===== src/rtl/deq_pkg.sv =====
`timescale 1ns / 1ps

package deq_pkg;

  localparam int DEPTH = 16;
  localparam int IDX_W = $clog2(DEPTH);
  localparam int CNT_W = $clog2(DEPTH + 1);
  localparam int DATA_W = 32;
  localparam int OCC_W = 5;

  localparam logic signed [DATA_W-1:0] INT_MIN = 32'sh8000_0000;
  localparam logic signed [DATA_W-1:0] INT_MAX = 32'sh7FFF_FFFF;

  typedef enum logic [1:0] {
    KIND_PUSH_BACK  = 2'd0,
    KIND_PUSH_FRONT = 2'd1,
    KIND_POP_BACK   = 2'd2,
    KIND_POP_FRONT  = 2'd3
  } kind_t;

  typedef enum logic [1:0] {
    ST_IDLE = 2'd0,
    ST_EXEC = 2'd1,
    ST_READ = 2'd2,
    ST_LOAD = 2'd3
  } state_t;

  typedef struct packed {
    logic capture;
    logic exec;
    logic read;
    logic load;
  } deq_cmd_t;

  typedef struct packed {
    logic out_free;
  } deq_stat_t;

endpackage


===== src/rtl/deq_ctrl.sv =====
`timescale 1ns / 1ps

module deq_ctrl
  import deq_pkg::*;
(
  input  logic      clk,
  input  logic      rst_n,
  input  logic      in_valid,
  output logic      in_stall,
  input  deq_stat_t stat,
  output deq_cmd_t  cmd
);

  state_t state_r;
  state_t state_nxt;

  always_ff @(posedge clk) begin
    if (!rst_n) begin
      state_r <= ST_IDLE;
    end else begin
      state_r <= state_nxt;
    end
  end

  always_comb begin
    state_nxt = state_r;
    cmd       = '0;
    in_stall  = 1'b1;
    case (state_r)
      ST_IDLE: begin
        in_stall = 1'b0;
        if (in_valid) begin
          cmd.capture = 1'b1;
          state_nxt   = ST_EXEC;
        end
      end
      ST_EXEC: begin
        cmd.exec  = 1'b1;
        state_nxt = ST_READ;
      end
      ST_READ: begin
        cmd.read  = 1'b1;
        state_nxt = ST_LOAD;
      end
      ST_LOAD: begin
        // hold until the output register can take the result
        if (stat.out_free) begin
          cmd.load  = 1'b1;
          state_nxt = ST_IDLE;
        end
      end
      default: begin
        state_nxt = ST_IDLE;
      end
    endcase
  end

endmodule


===== src/rtl/deq_dpath.sv =====
`timescale 1ns / 1ps

module deq_dpath
  import deq_pkg::*;
(
  input  logic                     clk,
  input  logic                     rst_n,
  input  deq_cmd_t                 cmd,
  output deq_stat_t                stat,
  input  logic [1:0]               in_kind,
  input  logic signed [DATA_W-1:0] in_value_in,
  output logic                     out_valid,
  input  logic                     out_stall,
  output logic signed [DATA_W-1:0] out_front_value,
  output logic signed [DATA_W-1:0] out_back_value,
  output logic                     out_is_empty,
  output logic [OCC_W-1:0]         out_occupancy,
  output logic                     out_refused
);

  function automatic logic [IDX_W-1:0] ring_next(input logic [IDX_W-1:0] i);
    ring_next = (i == IDX_W'(DEPTH - 1)) ? '0 : i + 1'b1;
  endfunction

  function automatic logic [IDX_W-1:0] ring_prev(input logic [IDX_W-1:0] i);
    ring_prev = (i == '0) ? IDX_W'(DEPTH - 1) : i - 1'b1;
  endfunction

  logic signed [DATA_W-1:0] mem [DEPTH];

  kind_t                    kind_r;
  logic signed [DATA_W-1:0] value_r;
  logic [IDX_W-1:0]         front_r, front_nxt;
  logic [IDX_W-1:0]         back_r, back_nxt;
  logic [CNT_W-1:0]         count_r, count_nxt;
  logic                     refused_r, refused_nxt;
  logic signed [DATA_W-1:0] rd_front_r;
  logic signed [DATA_W-1:0] rd_back_r;
  logic                     out_valid_r;
  logic signed [DATA_W-1:0] out_front_r;
  logic signed [DATA_W-1:0] out_back_r;
  logic                     out_empty_r;
  logic [OCC_W-1:0]         out_occ_r;
  logic                     out_refused_r;

  logic             wr_en;
  logic [IDX_W-1:0] wr_idx;
  logic             is_push;
  logic             is_full;
  logic             is_empty;

  always_ff @(posedge clk) begin
    if (cmd.capture) begin
      kind_r  <= kind_t'(in_kind);
      value_r <= in_value_in;
    end
  end

  always_comb begin
    is_push     = (kind_r == KIND_PUSH_BACK) || (kind_r == KIND_PUSH_FRONT);
    is_full     = (count_r == CNT_W'(DEPTH));
    is_empty    = (count_r == '0);
    front_nxt   = front_r;
    back_nxt    = back_r;
    count_nxt   = count_r;
    refused_nxt = 1'b0;
    wr_en       = 1'b0;
    wr_idx      = front_r;
    if (is_push) begin
      if (is_full) begin
        refused_nxt = 1'b1;
      end else begin
        wr_en     = 1'b1;
        count_nxt = count_r + 1'b1;
        if (is_empty) begin
          back_nxt = front_r;
          wr_idx   = front_r;
        end else if (kind_r == KIND_PUSH_BACK) begin
          back_nxt = ring_next(back_r);
          wr_idx   = back_nxt;
        end else begin
          front_nxt = ring_prev(front_r);
          wr_idx    = front_nxt;
        end
      end
    end else if (!is_empty) begin
      count_nxt = count_r - 1'b1;
      // last entry gone: park both ends on the same slot
      if (count_r == CNT_W'(1)) begin
        back_nxt = front_r;
      end else if (kind_r == KIND_POP_BACK) begin
        back_nxt = ring_prev(back_r);
      end else begin
        front_nxt = ring_next(front_r);
      end
    end
  end

  always_ff @(posedge clk) begin
    if (!rst_n) begin
      front_r <= '0;
      back_r  <= '0;
      count_r <= '0;
    end else if (cmd.exec) begin
      front_r <= front_nxt;
      back_r  <= back_nxt;
      count_r <= count_nxt;
    end
  end

  always_ff @(posedge clk) begin
    if (cmd.exec) begin
      refused_r <= refused_nxt;
    end
  end

  always_ff @(posedge clk) begin
    if (cmd.exec && wr_en) begin
      mem[wr_idx] <= value_r;
    end
  end

  always_ff @(posedge clk) begin
    if (cmd.read) begin
      rd_front_r <= mem[front_r];
      rd_back_r  <= mem[back_r];
    end
  end

  always_ff @(posedge clk) begin
    if (!rst_n) begin
      out_valid_r <= 1'b0;
    end else if (cmd.load) begin
      out_valid_r <= 1'b1;
    end else if (!out_stall) begin
      out_valid_r <= 1'b0;
    end
  end

  always_ff @(posedge clk) begin
    if (cmd.load) begin
      out_front_r   <= (count_r == '0) ? INT_MIN : rd_front_r;
      out_back_r    <= (count_r == '0) ? INT_MAX : rd_back_r;
      out_empty_r   <= (count_r == '0);
      out_occ_r     <= OCC_W'(count_r);
      out_refused_r <= refused_r;
    end
  end

  assign stat.out_free   = !out_valid_r || !out_stall;
  assign out_valid       = out_valid_r;
  assign out_front_value = out_front_r;
  assign out_back_value  = out_back_r;
  assign out_is_empty    = out_empty_r;
  assign out_occupancy   = out_occ_r;
  assign out_refused     = out_refused_r;

endmodule


===== src/rtl/double_ended_queue_top.sv =====
`timescale 1ns / 1ps

// Double-ended queue of signed 32-bit values in a 16-entry ring store.
// Input channel: in_valid / in_stall carry one request (in_kind: push back,
// push front, pop back, pop front; in_value_in for pushes). A request is
// taken on a rising edge with in_valid high and in_stall low.
// Output channel: out_valid / out_stall carry one result per request: front
// and back values, empty flag, occupancy and the refused flag for a push
// onto a full store. An empty queue reports front as the most negative and
// back as the most positive value.
// A request, once taken, runs through request capture, store write,
// registered two-port store read and output register load; no new request
// is taken until its result has been loaded into the output register.
// The output register holds the result while out_stall is high; the next
// request is still taken and runs up to the load step, where it waits
// until the held result has been taken.
// Reset (rst_n low, synchronous) empties the queue and clears the
// indices; the store contents stay undefined and need no clearing pass.
module double_ended_queue_top
  import deq_pkg::*;
(
  input  logic                     clk,
  input  logic                     rst_n,
  input  logic                     in_valid,
  output logic                     in_stall,
  input  logic [1:0]               in_kind,
  input  logic signed [DATA_W-1:0] in_value_in,
  output logic                     out_valid,
  input  logic                     out_stall,
  output logic signed [DATA_W-1:0] out_front_value,
  output logic signed [DATA_W-1:0] out_back_value,
  output logic                     out_is_empty,
  output logic [OCC_W-1:0]         out_occupancy,
  output logic                     out_refused
);

  deq_cmd_t  cmd;
  deq_stat_t stat;

  deq_ctrl u_ctrl (
    .clk      (clk),
    .rst_n    (rst_n),
    .in_valid (in_valid),
    .in_stall (in_stall),
    .stat     (stat),
    .cmd      (cmd)
  );

  deq_dpath u_dpath (
    .clk             (clk),
    .rst_n           (rst_n),
    .cmd             (cmd),
    .stat            (stat),
    .in_kind         (in_kind),
    .in_value_in     (in_value_in),
    .out_valid       (out_valid),
    .out_stall       (out_stall),
    .out_front_value (out_front_value),
    .out_back_value  (out_back_value),
    .out_is_empty    (out_is_empty),
    .out_occupancy   (out_occupancy),
    .out_refused     (out_refused)
  );

  a_accept_then_busy: assert property (@(posedge clk) disable iff (!rst_n)
    (in_valid && !in_stall) |=> in_stall)
    else $error("request taken while a previous request was in flight");

  a_empty_zero_occ: assert property (@(posedge clk) disable iff (!rst_n)
    (out_valid && out_is_empty) |-> (out_occupancy == '0))
    else $error("empty result with nonzero occupancy");

  a_refused_not_empty: assert property (@(posedge clk) disable iff (!rst_n)
    (out_valid && out_refused) |-> !out_is_empty)
    else $error("refused push reported on an empty queue");

endmodule

===== config.mk =====
export PLATFORM = sky130hd
export DESIGN_NAME = double_ended_queue_top
export DESIGN_NICKNAME = d
export VERILOG_FILES = /design/src/rtl/deq_pkg.sv /design/src/rtl/deq_ctrl.sv /design/src/rtl/deq_dpath.sv /design/src/rtl/double_ended_queue_top.sv
export SDC_FILE = /design/constraint.sdc
export NUM_CORES = 1
export LEC_CHECK = 0
export ABC_AREA = 1
export BUFFER_PORTS_ARGS = -buffer_cell sky130_fd_sc_hd__buf_4
export CORE_ASPECT_RATIO = 1.75
export CORE_MARGIN = 10
export CORE_UTILIZATION = 40
export CTS_BUF_LIST = sky130_fd_sc_hd__clkbuf_4
export DETAILED_ROUTE_END_ITERATION = 10
export PLACE_DENSITY_LB_ADDON = 0.25
export REMOVE_ABC_BUFFERS = 1
export SLEW_MARGIN = 10
export SYNTH_ARGS = -nofsm -noshare
export SYNTH_HDL_FRONTEND = slang
export SYNTH_SLANG_ARGS = --single-unit

===== constraint.sdc =====
create_clock -name clk -period 9.8 [get_ports clk]
set_input_delay 0.49 -clock clk [delete_from_list [all_inputs] [get_ports clk]]
set_output_delay 0.49 -clock clk [all_outputs]
set_load 0.05 [all_outputs]

==> summary.txt, run 1 <==
Timing
  • WHS: 0.204 ns
  • Final Slew Violations: 0
  • Final clock period utilization by the worst path: 47.7%
  • Highest clock rate: 0.214 GHz
  • Unrepaired setup endpoints after global routing: false
  • Worst Max-Slew Pin Slew: 1.24 ns
  • Total negative setup slack: 0 ns
  • Final worst clock skew: 0.0599 ns
  • Worst Slack Setup Final: 5.12 ns
  • Period minus WS final: 4.68 ns
  • Number of failing hold endpoints at the final stage: 0
  • Max_slew headroom: 17.3%
  • Setup-failing EPs final: 0

Yosys
  • Cell type contributing the most total cell area after synthesis: edfxtp_1
  • Cell area after synthesis: 31400 um^2
  • Ranking of synthesized cells by area: edfxtp_1 (65%), o21ai_0 (10%), a21oi_1 (4.3%)
  • Library cells used by synthesis: 34
  • Post-Synthesis Mean Instance Area: 10.7 um^2
  • Sequential cell area fraction in the yosys report: 66.3%
  • Yosys reg bits: 698
  • Portion of synthesized cell area occupied by the leading cell type: 65.3%
  • Count of mapped cells out of synthesis: 2940
  • Number of enable flip-flop cells after synthesis: 682
  • Top_reg_cell synth: edfxtp_1
  • Synth warnings: 0
  • Ys async rst share: 0%

Route
  • DR pass1 iterations: 6
  • Total via count in the routed design: 24086
  • Via density per instance: 5.68
  • Final wirelength: 92.9 mm
  • Remaining antenna violation count: 0
  • Starting DRC count in detailed routing: 2474
  • Final routed wire length divided by cell count: 21.9 um
  • Final routed DRC violation total: 0

Clock tree
  • Insertion delay to the later sink of the worst-skew pair: 1.00 ns
  • Clock tree from TritonCTS: built
  • Clock root buffer: clkbuf_4
  • Clock Pin Slew Worst Setup and Hold Paths: 0.10 ns
  • Number of H-tree branching levels: 4
  • Number of resized instances in the post-cts repair step: 0
  • Total CTS buffers: 163
  • Sink count of the clock tree: 698
  • Buffers from clock root to sink, at most: 3

Placement
  • Port buffer count: 110
  • Worst setup slack before clock tree synthesis: 5.28 ns
  • Estimated wirelength of the detail-placed design: 50.2 mm
  • Final estimated routing congestion in global placement: 0.804

Pwr
  • Final total power: 9.87 mW
  • Leakage: 12.2 nW
  • Pwr Density: 277 nW/um^2
  • Worst VDD drop: 190 uV

Die
  • Die footprint: 90500 um^2
  • Die Span Y: 390 um
  • Chip width: 232 um
  • Number of ports placed on the die boundary: 111
  • Area of the core: 77500 um^2
  • Site Rows: 135
  • Starting density of the core: 40.5%

GRT
  • Via count of the first global-routing pass: 24206
  • Antenna violations before repair: 2
  • Total routing usage reported by global routing: 20.1%
  • Wire length of the first global-routing pass: 140 mm
  • Pin count of the biggest net entering global routing: 126
  • Sum of overflow across all layers after global routing: 0

Final layout
  • Post-layout utilization of the core: 46.0%
  • Fraction of layout instances using a drive strength above 1: 15.3%
  • Highest-count cells in the layout ignoring fill and taps: edfxtp_1 (682), o21ai_0 (645), nand2_1 (292)
  • Most common cell after layout, fill and taps aside: edfxtp_1
  • Post-layout nets: 3132
  • Filler cell count in the final layout: 7124
  • Synthesis-to-layout area growth: 13.7%

Flow run
  • Number of max-capacitance violations reported: 0

Setup path
  • Maximum fanout along the worst path: 79
  • Sort of element at the end of the critical path: flop
  • Arr. time, crit path: 5.27 ns
  • Category of the worst setup path launch point: flop
  • Type of the setup path with the least slack: flop to flop
  • Worst path required time: 10.39 ns

Min path
  • Class of the worst hold path: input port to flop

Run status
  • Outcome: completed
[cell usage after synthesis (32+ instances only)]
master	instances
edfxtp_1	682
o21ai_0	645
nor2_1	297
nand2_1	292
a21oi_1	268
inv_1	181
clkbuf_1	124
nand3_1	87
buf_2	77
o21ai_1	70
o211ai_1	67
nand4_1	37
or2_2	32
[registers in the layout, summed over array words and instances (netlist names)]
signal	flops
u_dpath.out_occupancy	5
u_dpath.front_r	4
u_dpath.out_valid	1
u_dpath.kind_r	2
u_dpath.out_refused	1
u_dpath.out_is_empty	1
u_dpath.rd_back_r	32
u_dpath.out_back_value	32
u_ctrl.state_r	2
u_dpath.back_r	4
u_dpath.mem	512
u_dpath.count_r	5
u_dpath.refused_r	1
u_dpath.out_front_value	32
u_dpath.value_r	32
u_dpath.rd_front_r	32
[repair_timing]
| action | in CTS | in global routing |
|---|---|---|
| hold endpoints to repair | 50 | 0 |
| hold buffers | 37 | 0 |
| buffers inserted | 0 | 0 |
[where the power goes]
group	leakage, nW	internal, mW	switching [mW]	total [mW]
Combinational	4.62	0.891	2.24	3.13
Sequential	6.30	3.86	0.340	4.20
Clock	1.32	1.35	1.19	2.54
[cell families (layout without fill, tap and decap cells)]
kind of cell | count (synthesis) | count (layout) | synth area share, %
xor gates and xnor gates | 5 | 5 | 0.140
DFF | 698 | 698 | 66.3
and+or+nand+nor | 764 | 764 | 10.3
AOI/OAI and AO/OA | 1055 | 1055 | 17.4
adders and majority gates | 14 | 14 | 0.558
buffers and inverters | 404 | 675 | 5.31
other | 0 | 4 | 0
[path summary, 6_finish.rpt]
path / from / to / slack, ns / depth (start not counted)
min reg2reg: u_dpath.refused_r$_SDFFCE_PP0P_ / u_dpath.out_refused$_DFFE_PP_ / 0.44 / 0
min: in_value_in[27] / u_dpath.value_r[27]$_DFFE_PP_ / 0.20 / 2
max reg2reg: u_dpath.front_r[0]$_SDFFE_PN0P_ / u_dpath.mem[7][0]$_DFFE_PP_ / 5.12 / 9
max: u_dpath.front_r[0]$_SDFFE_PN0P_ / u_dpath.mem[7][0]$_DFFE_PP_ / 5.12 / 9
[routing by layer]
layer  vias to the layer above  wire length (um)  GRT usage, %
met2                      1288             46800          34.4
li1                      10891                 -             -
met3                       256              7450          3.76
met5                         -                 0             0
met1                     11651             34700          23.3
met4                         0              4010          11.5
[final cells by class]
class | instances | area, um^2 | share of cell area [%]
Sequential cell | 698 | 20800 | 58.4
Multi-Input combinational cell | 1838 | 9080 | 25.4
Clock buffer | 222 | 1670 | 4.67
Timing Repair Buffer | 189 | 1510 | 4.24
Tap cell | 1027 | 1280 | 3.60
Inverter | 190 | 718 | 2.01
Clock inverter | 74 | 589 | 1.65
Antenna cell | 4 | 10.0 | 0.0281
[metrics by stage]
step                      std cells  cell area [um^2]
after floorplan                2726             30400
after global placement         3905             33000
after detailed placement       3905             33000
after CTS                      4238             35700
after global routing           4242             35700
final                          4242             35700
[critical path: stages, from the launching register on]
cell and delay [ns]:
dfxtp_4 0.57, inv_4 0.76, buf_4 0.93, nand4_1 0.20
nand2_1 0.16, nand2_1 0.08, nand3_2 0.09, nand3_1 0.31
nor2_4 0.50, buf_4 0.57
No activity file was read; power rests on OpenSTA's default activity.
==> run 2: changes to the inputs <==
==> constraint.sdc (replaced) <==
create_clock -name clk -period 4.6 [get_ports clk]
set_input_delay 0.23 -clock clk [delete_from_list [all_inputs] [get_ports clk]]
set_output_delay 0.23 -clock clk [all_outputs]
set_load 0.05 [all_outputs]
==> run 2 against run 1 <==
Effect of this change:
- the flow now finishes with violations (slew limit)
- register-to-register slack worse by 4.0 ns
- non-clock buffer count grew 34
- maximum frequency rose by 33%
- design area increased by 0.66%
- worst hold slack worse by 0.017 ns
- critical path depth is 1 lower
- clock skew grew 0.0088 ns
- routed wire length increased by 1.7%
- via count up 0.76%
- cell count grew 0.47%
- critical path type unchanged
==> summary.txt, run 2 (synthesis results as in run 1) <==
Clock tree
  • Insertion delay to the later sink of the worst-skew pair: 0.98 ns (-0.02 ns)
  • Total CTS buffers: 165 (+1.2%)
  • Sink count of the clock tree: 698 (unchanged)
  • Clock Pin Slew Worst Setup and Hold Paths: 0.07 ns (-0.03 ns)
  • Number of H-tree branching levels: 4 (unchanged)
  • Setup bufs post-CTS: 0 (unchanged)
  • Buffers from clock root to sink, at most: 3 (unchanged)
  • Clock root buffer: clkbuf_4
  • Clock tree from TritonCTS: built

Pwr
  • Worst VDD drop: 421 uV (+120%)
  • Leakage: 12.3 nW (+0.82%)
  • Pwr Density: 580 nW/um^2 (+110%)
  • Final total power: 20.8 mW (+110%)

Route
  • Remaining antenna violation count: 0 (unchanged)
  • Starting DRC count in detailed routing: 2345 (-5.2%)
  • Total via count in the routed design: 24270 (+0.76%)
  • Final wirelength: 94.5 mm (+1.7%)
  • DR pass1 iterations: 6 (unchanged)
  • Final routed DRC violation total: 0 (unchanged)
  • Final routed wire length divided by cell count: 22.2 um (+1.2%)
  • Via density per instance: 5.69 (+0.29%)

GRT
  • Pin count of the biggest net entering global routing: 285 (+130%)
  • Antenna violations before repair: 3 (+1)
  • Wire length of the first global-routing pass: 142 mm (+1.8%)
  • Total routing usage reported by global routing: 20.4% (+0.33 points)
  • Sum of overflow across all layers after global routing: 0 (unchanged)
  • Via count of the first global-routing pass: 24366 (+0.66%)

Setup path
  • List of cells traversed by the critical path: inv_1, ha_1, o21ai_0, o21ai_1, and2b_1, nand2_1, nor2_4, buf_4
  • Type of the setup path with the least slack: flop to flop
  • Maximum fanout along the worst path: 54 (-32%)
  • Biggest cell delay along the critical path: 0.78 ns (-0.15 ns)
  • Critical path launch point: u_dpath.front_r[1]$_SDFFE_PN0P_
  • Launch instance of the worst register-to-register path: u_dpath.front_r[1]$_SDFFE_PN0P_
  • Category of the worst setup path launch point: flop
  • Sort of element at the end of the critical path: flop
  • Crit path max-delay cell type: nor2_4
  • Arr. time, crit path: 4.16 ns (-1.11 ns)
  • Worst path required time: 5.26 ns (-5.13 ns)

Placement
  • Estimated wirelength of the detail-placed design: 52.0 mm (+3.6%)
  • Final estimated routing congestion in global placement: 0.880 (+9.5%)
  • Worst setup slack before clock tree synthesis: 1.11 ns (-4.17 ns)
  • Port buffer count: 110 (unchanged)
  • Placed cells: 3904 (-0.026%)
  • Cell area after placement: 33100 um^2 (+0.20%)

Timing
  • Highest clock rate: 0.285 GHz (+33%)
  • Final worst clock skew: 0.0687 ns (+0.00880 ns)
  • Max_slew headroom: -3.98% (-21 points)
  • Unrepaired setup endpoints after global routing: false
  • Setup-failing EPs final: 0 (unchanged)
  • Worst Max-Slew Pin Slew: 1.56 ns (+0.320 ns)
  • Period minus WS final: 3.51 ns (-1.17 ns)
  • Final Slew Violations: 70 (+70)
  • Final clock period utilization by the worst path: 76.2% (+28 points)
  • Worst Slack Setup Final: 1.09 ns (-4.03 ns)
  • Number of failing hold endpoints at the final stage: 0 (unchanged)
  • WHS: 0.188 ns (-0.0169 ns)

Final layout
  • Most common cell after layout, fill and taps aside: edfxtp_1
  • Biggest register: u_dpath.mem
  • Fraction of layout instances using a drive strength above 1: 15.4% (+0.11 points)
  • Number of flip-flops in the largest register: 512 (unchanged)
  • Finished Cell Area: 35900 um^2 (+0.66%)
  • Highest-count cells in the layout ignoring fill and taps: edfxtp_1 (682), o21ai_0 (645), nand2_1 (292)
  • Finished Layout Cells: 4262 (+0.47%)
  • Post-layout nets: 3168 (+1.1%)
  • Synthesis-to-layout area growth: 14.5%

Flow run
  • Number of max-capacitance violations reported: 0 (unchanged)

Min path
  • Hold path start: rst_n
  • Class of the worst hold path: input port to flop

Die
  • Die Span Y: 390 um (unchanged)
  • Chip width: 232 um (unchanged)
  • Number of ports placed on the die boundary: 111 (unchanged)
  • Area of the core: 77500 um^2 (unchanged)
  • Die footprint: 90500 um^2 (unchanged)
  • Site Rows: 135 (unchanged)
  • Starting density of the core: 40.5% (unchanged)

Run status
  • Violations in the final reports: slew limit
  • Outcome: finished with violations
==> run 2: final cells by class <==
| cell class | instances | area, um^2 |
|---|---|---|
| multi-input cells | 1838 | 9080 |
| diodes | 1 | 2.50 |
| flip-flops and latches | 698 | 20800 |
| clock inverters | 40 | 240 |
| fillers | 7055 | 41600 |
| clock buffers | 245 | 1840 |
| repair buffers | 223 | 1930 |
| inverters | 190 | 718 |
| well taps | 1027 | 1280 |
==> run 2: worst max-delay path, delay by kind of cell, from the launching register on <==
family	cells	cell delay (ns)
adders and majority gates	1	0.38
DFF	1	0.75
and+or+nand+nor	3	1.21
AOI/OAI and AO/OA	2	0.30
buffers and inverters	2	0.54
==> run 2: routing by layer <==
layer	global-route usage (%)	wire length (um)	vias up
met1	24.0	35800	11705
met3	3.70	6920	303
li1	-	-	10955
met4	12.8	5080	2
met5	0	17	-
met2	34.1	46600	1305
==> run 2: worst paths after layout <==
check / end / cells after the start / slack (ns)
min reg2reg: u_dpath.out_front_value[30]$_SDFFCE_PP0P_ / 2 / 0.47
max reg2reg: u_dpath.mem[12][22]$_DFFE_PP_ / 8 / 1.09
max: u_dpath.mem[12][22]$_DFFE_PP_ / 8 / 1.09
min: u_dpath.front_r[3]$_SDFFE_PN0P_ / 4 / 0.19
==> run 2: what timing repair did <==
item | 4_1_cts | 5_1_grt
resized for setup | 0 | 0
hold buffers | 72 | 0
endpoints found under the hold margin | 57 | 0
==> run 2: where the power goes <==
part	internal (mW)	total, mW	switching, mW
registers	8.23	8.81	0.583
clock network	2.59	5.07	2.47
logic	1.94	6.95	5.02
==> run 2: per-stage QoR <==
step | util, % | TNS, ns
after floorplan | - | -3990.11
after global placement | 42.7 | 0
after detailed placement | 42.7 | 0
after CTS | 46.3 | 0
after global routing | 46.3 | 0
final | 46.3 | 0
